===== src/design/english_letter_frequency_score_macros.svh =====
// ----------------------------------------------------------------------------
// English letter frequency score: assertion macros
// Shared concurrent assertion forms used by the scoring block.
// ----------------------------------------------------------------------------
`ifndef ENGLISH_LETTER_FREQUENCY_SCORE_MACROS_SVH
`define ENGLISH_LETTER_FREQUENCY_SCORE_MACROS_SVH

// A property that must hold at every clock edge outside reset.
`define ELFS_ASSERT(lbl, clk, rstn, prop, msg) \
  lbl: assert property (@(posedge clk) disable iff (!rstn) (prop)) else $error(msg);

// An antecedent that must be followed by a consequent in the next cycle.
`define ELFS_ASSERT_NEXT(lbl, clk, rstn, ante, cons, msg) \
  lbl: assert property (@(posedge clk) disable iff (!rstn) (ante) |=> (cons)) else $error(msg);

`endif


===== src/design/elfs_pkg.sv =====
// ----------------------------------------------------------------------------
// English letter frequency score: package
// Widths, request types, character codes and the English frequency table.
// ----------------------------------------------------------------------------
package elfs_pkg;

  localparam int unsigned BYTE_W    = 8;
  localparam int unsigned BINS      = 256;
  localparam int unsigned ADDR_W    = $clog2(BINS);
  localparam int unsigned CNT_W     = 17;
  localparam int unsigned LEN_W     = 17;
  localparam int unsigned SCORE_W   = 18;
  localparam int unsigned FRAC_BITS = 16;
  localparam int unsigned MAX_LEN   = 65536;
  localparam int unsigned SUM_W     = 42;
  localparam int unsigned FREQ_W    = FRAC_BITS;
  localparam int unsigned SHC_W     = CNT_W + FRAC_BITS;
  localparam int unsigned PROD_W    = FREQ_W + LEN_W;
  localparam int unsigned LETTERS   = 26;

  localparam logic [SCORE_W-1:0] SCORE_MAX = '1;

  localparam logic [BYTE_W-1:0] CH_UP_A   = 8'h41;
  localparam logic [BYTE_W-1:0] CH_UP_Z   = 8'h5A;
  localparam logic [BYTE_W-1:0] CH_LO_A   = 8'h61;
  localparam logic [BYTE_W-1:0] CH_LO_Z   = 8'h7A;
  localparam logic [BYTE_W-1:0] CASE_DIFF = 8'h20;

  localparam logic [23:0] ENG_FREQ24 [LETTERS] = '{
    24'd1342177, 24'd257698,  24'd432181,  24'd533348,  24'd2109903, 24'd588041,
    24'd332692,  24'd1046395, 24'd1160983, 24'd24327,   24'd124151,  24'd680652,
    24'd429665,  24'd1158299, 24'd1273558, 24'd301319,  24'd19797,   24'd999754,
    24'd1063843, 24'd1524210, 24'd476808,  24'd164752,  24'd373293,  24'd30199,
    24'd318935,  24'd13254
  };

  typedef struct packed {
    logic [BYTE_W-1:0] byte_value;
    logic              last_byte;
  } in_t;

  typedef struct packed {
    logic [SCORE_W-1:0] score;
    logic [LEN_W-1:0]   message_length;
    logic               overflow;
  } out_t;

  typedef struct packed {
    logic              en;
    logic [ADDR_W-1:0] addr;
    logic [CNT_W-1:0]  data;
  } hist_wr_t;

  typedef struct packed {
    logic             start;
    logic [SUM_W-1:0] dividend;
    logic [LEN_W-1:0] divisor;
  } div_req_t;

  typedef struct packed {
    logic               done;
    logic [SCORE_W-1:0] quotient;
  } div_res_t;

  // Letter frequency rounded half up from 24 to FRAC_BITS fraction bits.
  function automatic logic [FREQ_W-1:0] freq_q(logic [4:0] idx);
    logic [24:0]   w;
    logic [FREQ_W:0] r;
    if (idx >= 5'(LETTERS)) begin
      return '0;
    end
    w = {ENG_FREQ24[idx], 1'b0} >> (24 - FRAC_BITS);
    r = w[FREQ_W:0] + (FREQ_W+1)'(1);
    return r[FREQ_W:1];
  endfunction

endpackage


===== src/design/elfs_div.sv =====
// ----------------------------------------------------------------------------
// English letter frequency score: score divider
// Restoring divider, one quotient bit per cycle, with saturation of the
// quotient to the score width.
// ----------------------------------------------------------------------------
module elfs_div (
  input  logic               clk_i,
  input  logic               rst_ni,
  input  elfs_pkg::div_req_t req_i,
  output elfs_pkg::div_res_t res_o
);

  localparam int unsigned CNT_BITS = $clog2(elfs_pkg::SUM_W);

  logic                         busy_q;
  logic                         done_q;
  logic [CNT_BITS-1:0]          cnt_q;
  logic [elfs_pkg::SUM_W-1:0]   dvd_q;
  logic [elfs_pkg::LEN_W-1:0]   dvs_q;
  logic [elfs_pkg::LEN_W-1:0]   rem_q;
  logic [elfs_pkg::SCORE_W-1:0] quo_q;
  logic                         sat_q;
  logic [elfs_pkg::LEN_W:0]     rem_sh;
  logic [elfs_pkg::LEN_W:0]     rem_sub;
  logic                         ge;

  assign rem_sh  = {rem_q, dvd_q[elfs_pkg::SUM_W-1]};
  assign ge      = rem_sh >= {1'b0, dvs_q};
  assign rem_sub = rem_sh - {1'b0, dvs_q};

  always_ff @(posedge clk_i or negedge rst_ni) begin
    if (!rst_ni) begin
      busy_q <= 1'b0;
      done_q <= 1'b0;
      cnt_q  <= '0;
    end else begin
      done_q <= 1'b0;
      if (req_i.start) begin
        busy_q <= 1'b1;
        cnt_q  <= '0;
      end else if (busy_q) begin
        cnt_q <= cnt_q + CNT_BITS'(1);
        if (cnt_q == CNT_BITS'(elfs_pkg::SUM_W - 1)) begin
          busy_q <= 1'b0;
          done_q <= 1'b1;
        end
      end
    end
  end

  always_ff @(posedge clk_i) begin
    if (req_i.start) begin
      dvd_q <= req_i.dividend;
      dvs_q <= req_i.divisor;
      rem_q <= '0;
      quo_q <= '0;
      sat_q <= 1'b0;
    end else if (busy_q) begin
      dvd_q <= {dvd_q[elfs_pkg::SUM_W-2:0], 1'b0};
      rem_q <= ge ? rem_sub[elfs_pkg::LEN_W-1:0] : rem_sh[elfs_pkg::LEN_W-1:0];
      quo_q <= {quo_q[elfs_pkg::SCORE_W-2:0], ge};
      sat_q <= sat_q | quo_q[elfs_pkg::SCORE_W-1];
    end
  end

  assign res_o.done     = done_q;
  assign res_o.quotient = (dvs_q == '0) ? '0 : (sat_q ? elfs_pkg::SCORE_MAX : quo_q);

endmodule


===== config.mk =====
export PLATFORM = sky130hd
export DESIGN_NAME = elfs_div
export DESIGN_NICKNAME = d
export VERILOG_FILES = /design/src/design/english_letter_frequency_score_macros.svh /design/src/design/elfs_pkg.sv /design/src/design/elfs_div.sv
export SDC_FILE = /design/constraint.sdc
export NUM_CORES = 1
export LEC_CHECK = 0
export BUFFER_PORTS_ARGS = -buffer_cell sky130_fd_sc_hd__buf_2
export CORE_ASPECT_RATIO = 1.75
export CORE_MARGIN = 2
export CORE_UTILIZATION = 51
export CTS_CLUSTER_SIZE = 16
export DETAILED_ROUTE_END_ITERATION = 8
export GPL_TIMING_DRIVEN = 0
export PLACE_DENSITY_LB_ADDON = 0.2
export SLEW_MARGIN = 20
export SYNTH_ARGS = -nofsm -noshare
export SYNTH_HDL_FRONTEND = slang
export SYNTH_SLANG_ARGS = --single-unit
export TNS_END_PERCENT = 50

===== constraint.sdc =====
create_clock -name clk_i -period 2.7 [get_ports clk_i]
set_input_delay 0.405 -clock clk_i [delete_from_list [all_inputs] [get_ports clk_i]]
set_output_delay 0.405 -clock clk_i [all_outputs]
set_load 0.01 [all_outputs]

==> results of run 1 <==
==> power by group through the flow <==
stage | registers [µW] | logic, µW | clock network (µW)
finish | 2050 | 2060 | 1330
global route | 2070 | 2230 | 1410
CTS | 2030 | 1810 | 1350
detailed placement | 2060 | 1600 | 0
global placement | 2050 | 1580 | 0
floorplan | 2000 | 1210 | 0
==> layout make-up <==
| class | instances | area, µm² |
|---|---|---|
| buffer | 25 | 129 |
| clock buffer | 9 | 225 |
| clock inverter | 7 | 78.8 |
| fill | 807 | 3500 |
| inverter | 21 | 78.8 |
| multi-input combinational | 320 | 2500 |
| sequential | 103 | 2690 |
| tap | 125 | 156 |
| timing repair buffer | 95 | 547 |
==> cell families after synthesis <==
logic type	after synthesis	synth area share
and+or+nand+nor	143	0.128
adders and majority gates	20	0.0494
muxes	60	0.125
DFF	103	0.516
buffers and inverters	47	0.0367
xor gates and xnor gates	15	0.0252
AOI/OAI and AO/OA	82	0.119
==> sequential cells by signal, indices dropped and copies added, names as in the netlist <==
signal	flops
busy_q	1
cnt_q	6
done_q	1
dvd_q	42
dvs_q	17
quo_q	18
rem_q	17
sat_q	1
==> timing repair <==
item,in CTS,in global routing
gates cloned,2,1
pin swaps,7,10
resized for setup,20,38
hold buffers,1,0
setup endpoints to repair,36,33
endpoints found under the hold margin,8,0
buffers inserted,7,3
==> cells in the mapped netlist, types with 2 or more instances <==
cell / instances
a211o_1: 3
a211oi_1: 9
a21o_1: 6
a21oi_1: 10
a311oi_2: 2
a32oi_1: 6
and2_1: 3
and3_1: 2
and4_1: 3
buf_1: 7
buf_2: 3
clkbuf_1: 14
dfrtp_1: 8
dfxtp_1: 36
edfxtp_1: 59
ha_1: 19
inv_1: 21
mux2_2: 41
mux2i_1: 19
nand2_1: 16
nand2b_1: 4
nand3_1: 15
nand4_1: 6
nor2_1: 76
nor2b_1: 4
nor3_1: 2
nor4_1: 3
o211a_1: 2
o211ai_1: 3
o21a_1: 5
o21ai_0: 13
o21ai_1: 2
o311ai_0: 2
o31ai_1: 6
or3_1: 2
or4_1: 2
xnor2_1: 3
xor2_1: 12
==> metrics by stage <==
stage	util	hold slack, ps
floorplan	-	109
global placement	0.582	254
detailed placement	0.584	263
CTS	0.630	217
global route	0.646	218
finish	0.646	229
==> layer usage <==
| layer | up-vias | share of wire |
|---|---|---|
| met5 | - | 0 |
| met2 | 120 | 0.53 |
| met4 | 0 | 0.053 |
| met1 | 1925 | 0.37 |
| met3 | 42 | 0.043 |
| li1 | 1938 | - |
==> critical path: stages (launching register included) <==
cell and delay (ps):
edfxtp_1 380, inv_2 90, ha_4 140, inv_2 40, fa_2 340, a21o_1 190, a221o_2 420, a2111oi_4 380
buf_4 200, o21ai_4 60, buf_6 160, mux2i_1 160, o21ai_1 70
==> worst paths after layout <==
path | startpoint | to | slack, ps | cells after the start
max | dvd_q[41] | rem_q[7] | -60 | 12
min | req_i[3] | dvs_q[3] | 230 | 1
max reg2reg | dvd_q[41] | rem_q[7] | -60 | 12
min reg2reg | rem_q[14] | rem_q[14] | 480 | 2
max in group asynchronous | rst_ni | cnt_q[5] | 2080 | 2
min in group asynchronous | rst_ni | cnt_q[4] | 440 | 2
==> results.sh, run 1 <==
export IMPL_cap_violations=0
export IMPL_synth_largest_area_cell="edfxtp_1"
export IMPL_clockBufferDepth=2
export IMPL_ys_ff_latch=103
export IMPL_synth_top_cell_area_share=0.340
export IMPL_synth_seq_area_share=0.516
export IMPL_root_buffer="clkbuf_16"
export IMPL_htree_levels=3
export IMPL_initial_utilization=0.526
export IMPL_routed_wl_um=12500
export IMPL_synth_main_ff_cell="edfxtp_1"
export IMPL_ir_drop_mv=0.537
export IMPL_grt_util_met3=0.0491
export IMPL_grt_util_met2=0.428
export IMPL_leakagePower_uw=0.00285
export IMPL_final_layout_size_suffix_gt1_frac=0.329
export IMPL_rsz0062_at_grt="true"
export IMPL_hp_class="input pin to flop"
export IMPL_busiest_layer="met2"
export IMPL_p_seq_frac=0.376
export IMPL_die_h_um=138
export IMPL_final_common_cell="buf_2"
export IMPL_fp_dieArea_mm2=0.0111
export IMPL_met1_usage=0.256
export IMPL_fin_crit_ps=2760
export IMPL_dp_cells=676
export IMPL_power_density_mw_per_mm2=850
export IMPL_track_usage=0.239
export IMPL_fin_area_mm2=0.00640
export IMPL_syn_inst=470
export IMPL_power_switching_uw=1880
export IMPL_io_buffers=80
export IMPL_worstSetupPathType="flop to flop"
export IMPL_finalNonFillerCells=705
export IMPL_combPwrFrac=0.379
export IMPL_setup_tns_ps=-309
export IMPL_layout_common_cells="buf_2 (81), nor2_1 (73), edfxtp_1 (59)"
export IMPL_clk_pin_slew_ps=70
export IMPL_worst_slack_ps=-56.0
export IMPL_core_area_mm2=0.00991
export IMPL_fin_nets=657
export IMPL_post_place_ws_ps=-285
export IMPL_syn_nets=552
export IMPL_ant_nets=0
export IMPL_vias=4025
export IMPL_core_rowCount=48
export IMPL_hpwl_um=8970
export IMPL_io_pin_count=81
export IMPL_outcome="finished, violations left"
export IMPL_placed_cell_area_mm2=0.00579
export IMPL_dr_pass1_iters=5
export IMPL_grt_start_max_net_pins=29
export IMPL_avgRoutedWirePerCell_um=17.7
export IMPL_skew_ps=9.92
export IMPL_drt_initial_drc_count=224
export IMPL_required_ps=2920
export IMPL_synth_distinct_cells=59
export IMPL_clkPwrFrac=0.245
export IMPL_critPathArrivalTime_ps=2980
export IMPL_drv_slew=0
export IMPL_cts_tree="built"
export IMPL_hold_viol_final=0
export IMPL_power_share_switching=0.346
export IMPL_syn_to_final_growth_pct=22.8
export IMPL_start_kind="flop"
export IMPL_n_antenna_cell=0
export IMPL_grt_pass1_vias=4086
export IMPL_grt_antenna_before_repair=0
export IMPL_cp_max_fo=5
export IMPL_cts_sinks=103
export IMPL_gr_total_overflow=0
export IMPL_gp_congestion=0.900
export IMPL_synth_edff_count=59
export IMPL_avgSynthCellArea_um2=11.1
export IMPL_netlist_area_mm2=0.00521
export IMPL_viasPerCell=5.71
export IMPL_min_period_over_period=1.02
export IMPL_endpoint_kind="flop"
export IMPL_synthArstFlopShare=0.0777
export IMPL_route_detailed_drc=0
export IMPL_worstSkewPairLatency_ps=350
export IMPL_cts_made_buffers=9
export IMPL_violations="setup timing"
export IMPL_p_total_uw=5440
export IMPL_grt_pass1_wl_um=19800
export IMPL_setup_viol=13
export IMPL_intPower_uw=3560
export IMPL_synth_warning_count=0
export IMPL_die_width_um=80.4
export IMPL_synth_area_top_cells="edfxtp_1 (34%), dfxtp_1 (14%), mux2_2 (8.9%), nor2_1 (5.5%), ha_1 (4.6%)"
export IMPL_tightest_slew_ps=719
export IMPL_relSlewSlack=0.521
export IMPL_max_freq_ghz=0.363
Note: power is estimated with default switching activity, not from simulation.
==> run 2, diff against run 1 <==
- clock period: 2.7 -> 2.3 ns (I/O delays scaled with it)
==> run 2 against run 1 <==
The flow still finishes with violations (setup timing). First-iteration DRC count grew 42%. Total power grew 15%. Wire length grew 0.69%. Combinational power grew 17%. Critical path depth is the same. Register-to-register slack lost 500 ps. Via count grew 1.8%. Critical path type unchanged. Largest power group is now sequential cells. Highest routed layer unchanged.
==> results.sh, run 2 (synthesized netlist as in run 1, its figures left out) <==
export IMPL_outcome="finished, violations left"
export IMPL_violations="setup timing"
export IMPL_max_freq_ghz=0.350
export IMPL_skew_ps=8.11
export IMPL_clockBufferDepth=2
export IMPL_fin_area_mm2=0.00636
export IMPL_dr_pass1_iters=4
export IMPL_io_buffers=80
export IMPL_syn_to_final_growth_pct=22.1
export IMPL_core_area_mm2=0.00991
export IMPL_worst_slack_ps=-560
export IMPL_vias=4096
export IMPL_cts_made_buffers=9
export IMPL_p_total_uw=6260
export IMPL_start_kind="flop"
export IMPL_layout_common_cells="buf_2 (81), nor2_1 (72), edfxtp_1 (59)"
export IMPL_cp_max_fo=5
export IMPL_finalNonFillerCells=706
export IMPL_rsz0062_at_grt="true"
export IMPL_root_buffer="clkbuf_16"
export IMPL_fin_nets=658
export IMPL_power_density_mw_per_mm2=984
export IMPL_drt_initial_drc_count=317
export IMPL_tightest_slew_ps=695
export IMPL_min_period_over_period=1.24
export IMPL_multi_input_area_mm2=0.00246
export IMPL_grt_pass1_wl_um=20100
export IMPL_r2r_slack_ps=-560
export IMPL_endpoint_kind="flop"
export IMPL_setup_tns_ps=-9810
export IMPL_regMostFlops="dvd_q"
export IMPL_hp_class="input pin to flop"
export IMPL_seq_area_mm2=0.00269
export IMPL_cts_sinks=103
export IMPL_route_detailed_drc=0
export IMPL_clk_pin_slew_ps=70
export IMPL_fin_hold_ws_ps=172
export IMPL_placed_cell_area_mm2=0.00580
export IMPL_fill_cells=797
export IMPL_final_common_cell="buf_2"
export IMPL_required_ps=2550
export IMPL_initial_utilization=0.526
export IMPL_die_h_um=138
export IMPL_avgRoutedWirePerCell_um=17.8
export IMPL_fin_crit_ps=2860
export IMPL_leakagePower_uw=0.00283
export IMPL_final_layout_size_suffix_gt1_frac=0.329
export IMPL_reg_top3="dvd_q: 42 flops, quo_q: 18 flops"
export IMPL_viasPerCell=5.80
export IMPL_routed_wl_um=12600
export IMPL_io_pin_count=81
export IMPL_worstSetupPathType="flop to flop"
export IMPL_ant_nets=0
export IMPL_cap_violations=0
export IMPL_setup_viol=36
export IMPL_fp_dieArea_mm2=0.0111
export IMPL_relSlewSlack=0.537
export IMPL_core_rowCount=48
export IMPL_grt_antenna_before_repair=0
export IMPL_die_width_um=80.4
export IMPL_n_antenna_cell=0
export IMPL_drv_slew=0
export IMPL_htree_levels=3
export IMPL_track_usage=0.241
export IMPL_worstSkewPairLatency_ps=350
export IMPL_grt_start_max_net_pins=30
export IMPL_hpwl_um=8940
export IMPL_ir_drop_mv=0.557
export IMPL_dp_cells=676
export IMPL_grt_pass1_vias=4202
export IMPL_hold_viol_final=0
export IMPL_largest_reg_flops=42
export IMPL_cts_tree="built"
export IMPL_gr_total_overflow=0
export IMPL_gp_congestion=0.924
export IMPL_critPathArrivalTime_ps=3110
## run 2: what timing repair did
item / in CTS / in global routing
hold buffers: 1 / 0
hold endpoints to repair: 8 / 0
buffers inserted: 9 / 5
pin swaps: 20 / 12
gates resized for setup: 35 / 16
cloned: 3 / 0
setup endpoints to repair: 65 / 78
## run 2: final timing paths
path	start	end	cells past startpoint
worst max-delay path	dvd_q[41]	rem_q[5]	12
worst min-delay path	req_i[2]	dvs_q[2]	1
worst max register to register	dvd_q[41]	rem_q[5]	12
worst min register to register	rem_q[14]	rem_q[14]	2
max in group asynchronous	rst_ni	cnt_q[0]	2
min in group asynchronous	rst_ni	done_q	2
## run 2: power by group
group	leakage [µW]	switching [µW]	internal, µW	total (µW)
Sequential	0.00101	189	2210	2400
Clock	0.000142	705	758	1460
Combinational	0.00168	1290	1120	2400
Total	0.00283	2180	4080	6260
## run 2: layout make-up
class / count / share of cell area
plain buffers: 24 / 0.0193
clock buffers: 9 / 0.0354
clock inverters: 7 / 0.00963
inverters: 21 / 0.0124
multi-input cells: 320 / 0.387
flip-flops and latches: 103 / 0.423
well taps: 125 / 0.0246
repair buffers: 97 / 0.0883
## run 2: worst max-delay path: stages, from the launching register on
cell and delay [ps]:
edfxtp_1 380, inv_2 100, ha_4 150, inv_2 40, fa_2 340, a21o_1 190, a221o_2 450, a2111oi_4 300
buf_4 190, o21a_4 150, buf_6 130, nand2_1 80, a311oi_2 250
## run 2: through the flow
stage               utilization  setup slack [ps]
floorplan                     -              -247
global route              0.642              -671
detailed placement        0.585              -654
finish                    0.642              -560
CTS                       0.638              -570
global placement          0.583             -1080
## run 2: routing by layer
| metal | vias up | global-route usage | wire [µm] | share of wire |
|---|---|---|---|---|
| met3 | 51 | 0.0505 | 539 | 0.043 |
| met4 | 0 | 0.136 | 663 | 0.053 |
| met5 | - | 0 | 0 | 0 |
| met2 | 125 | 0.439 | 6840 | 0.54 |
| li1 | 1936 | - | - | - |
| met1 | 1984 | 0.250 | 4530 | 0.36 |
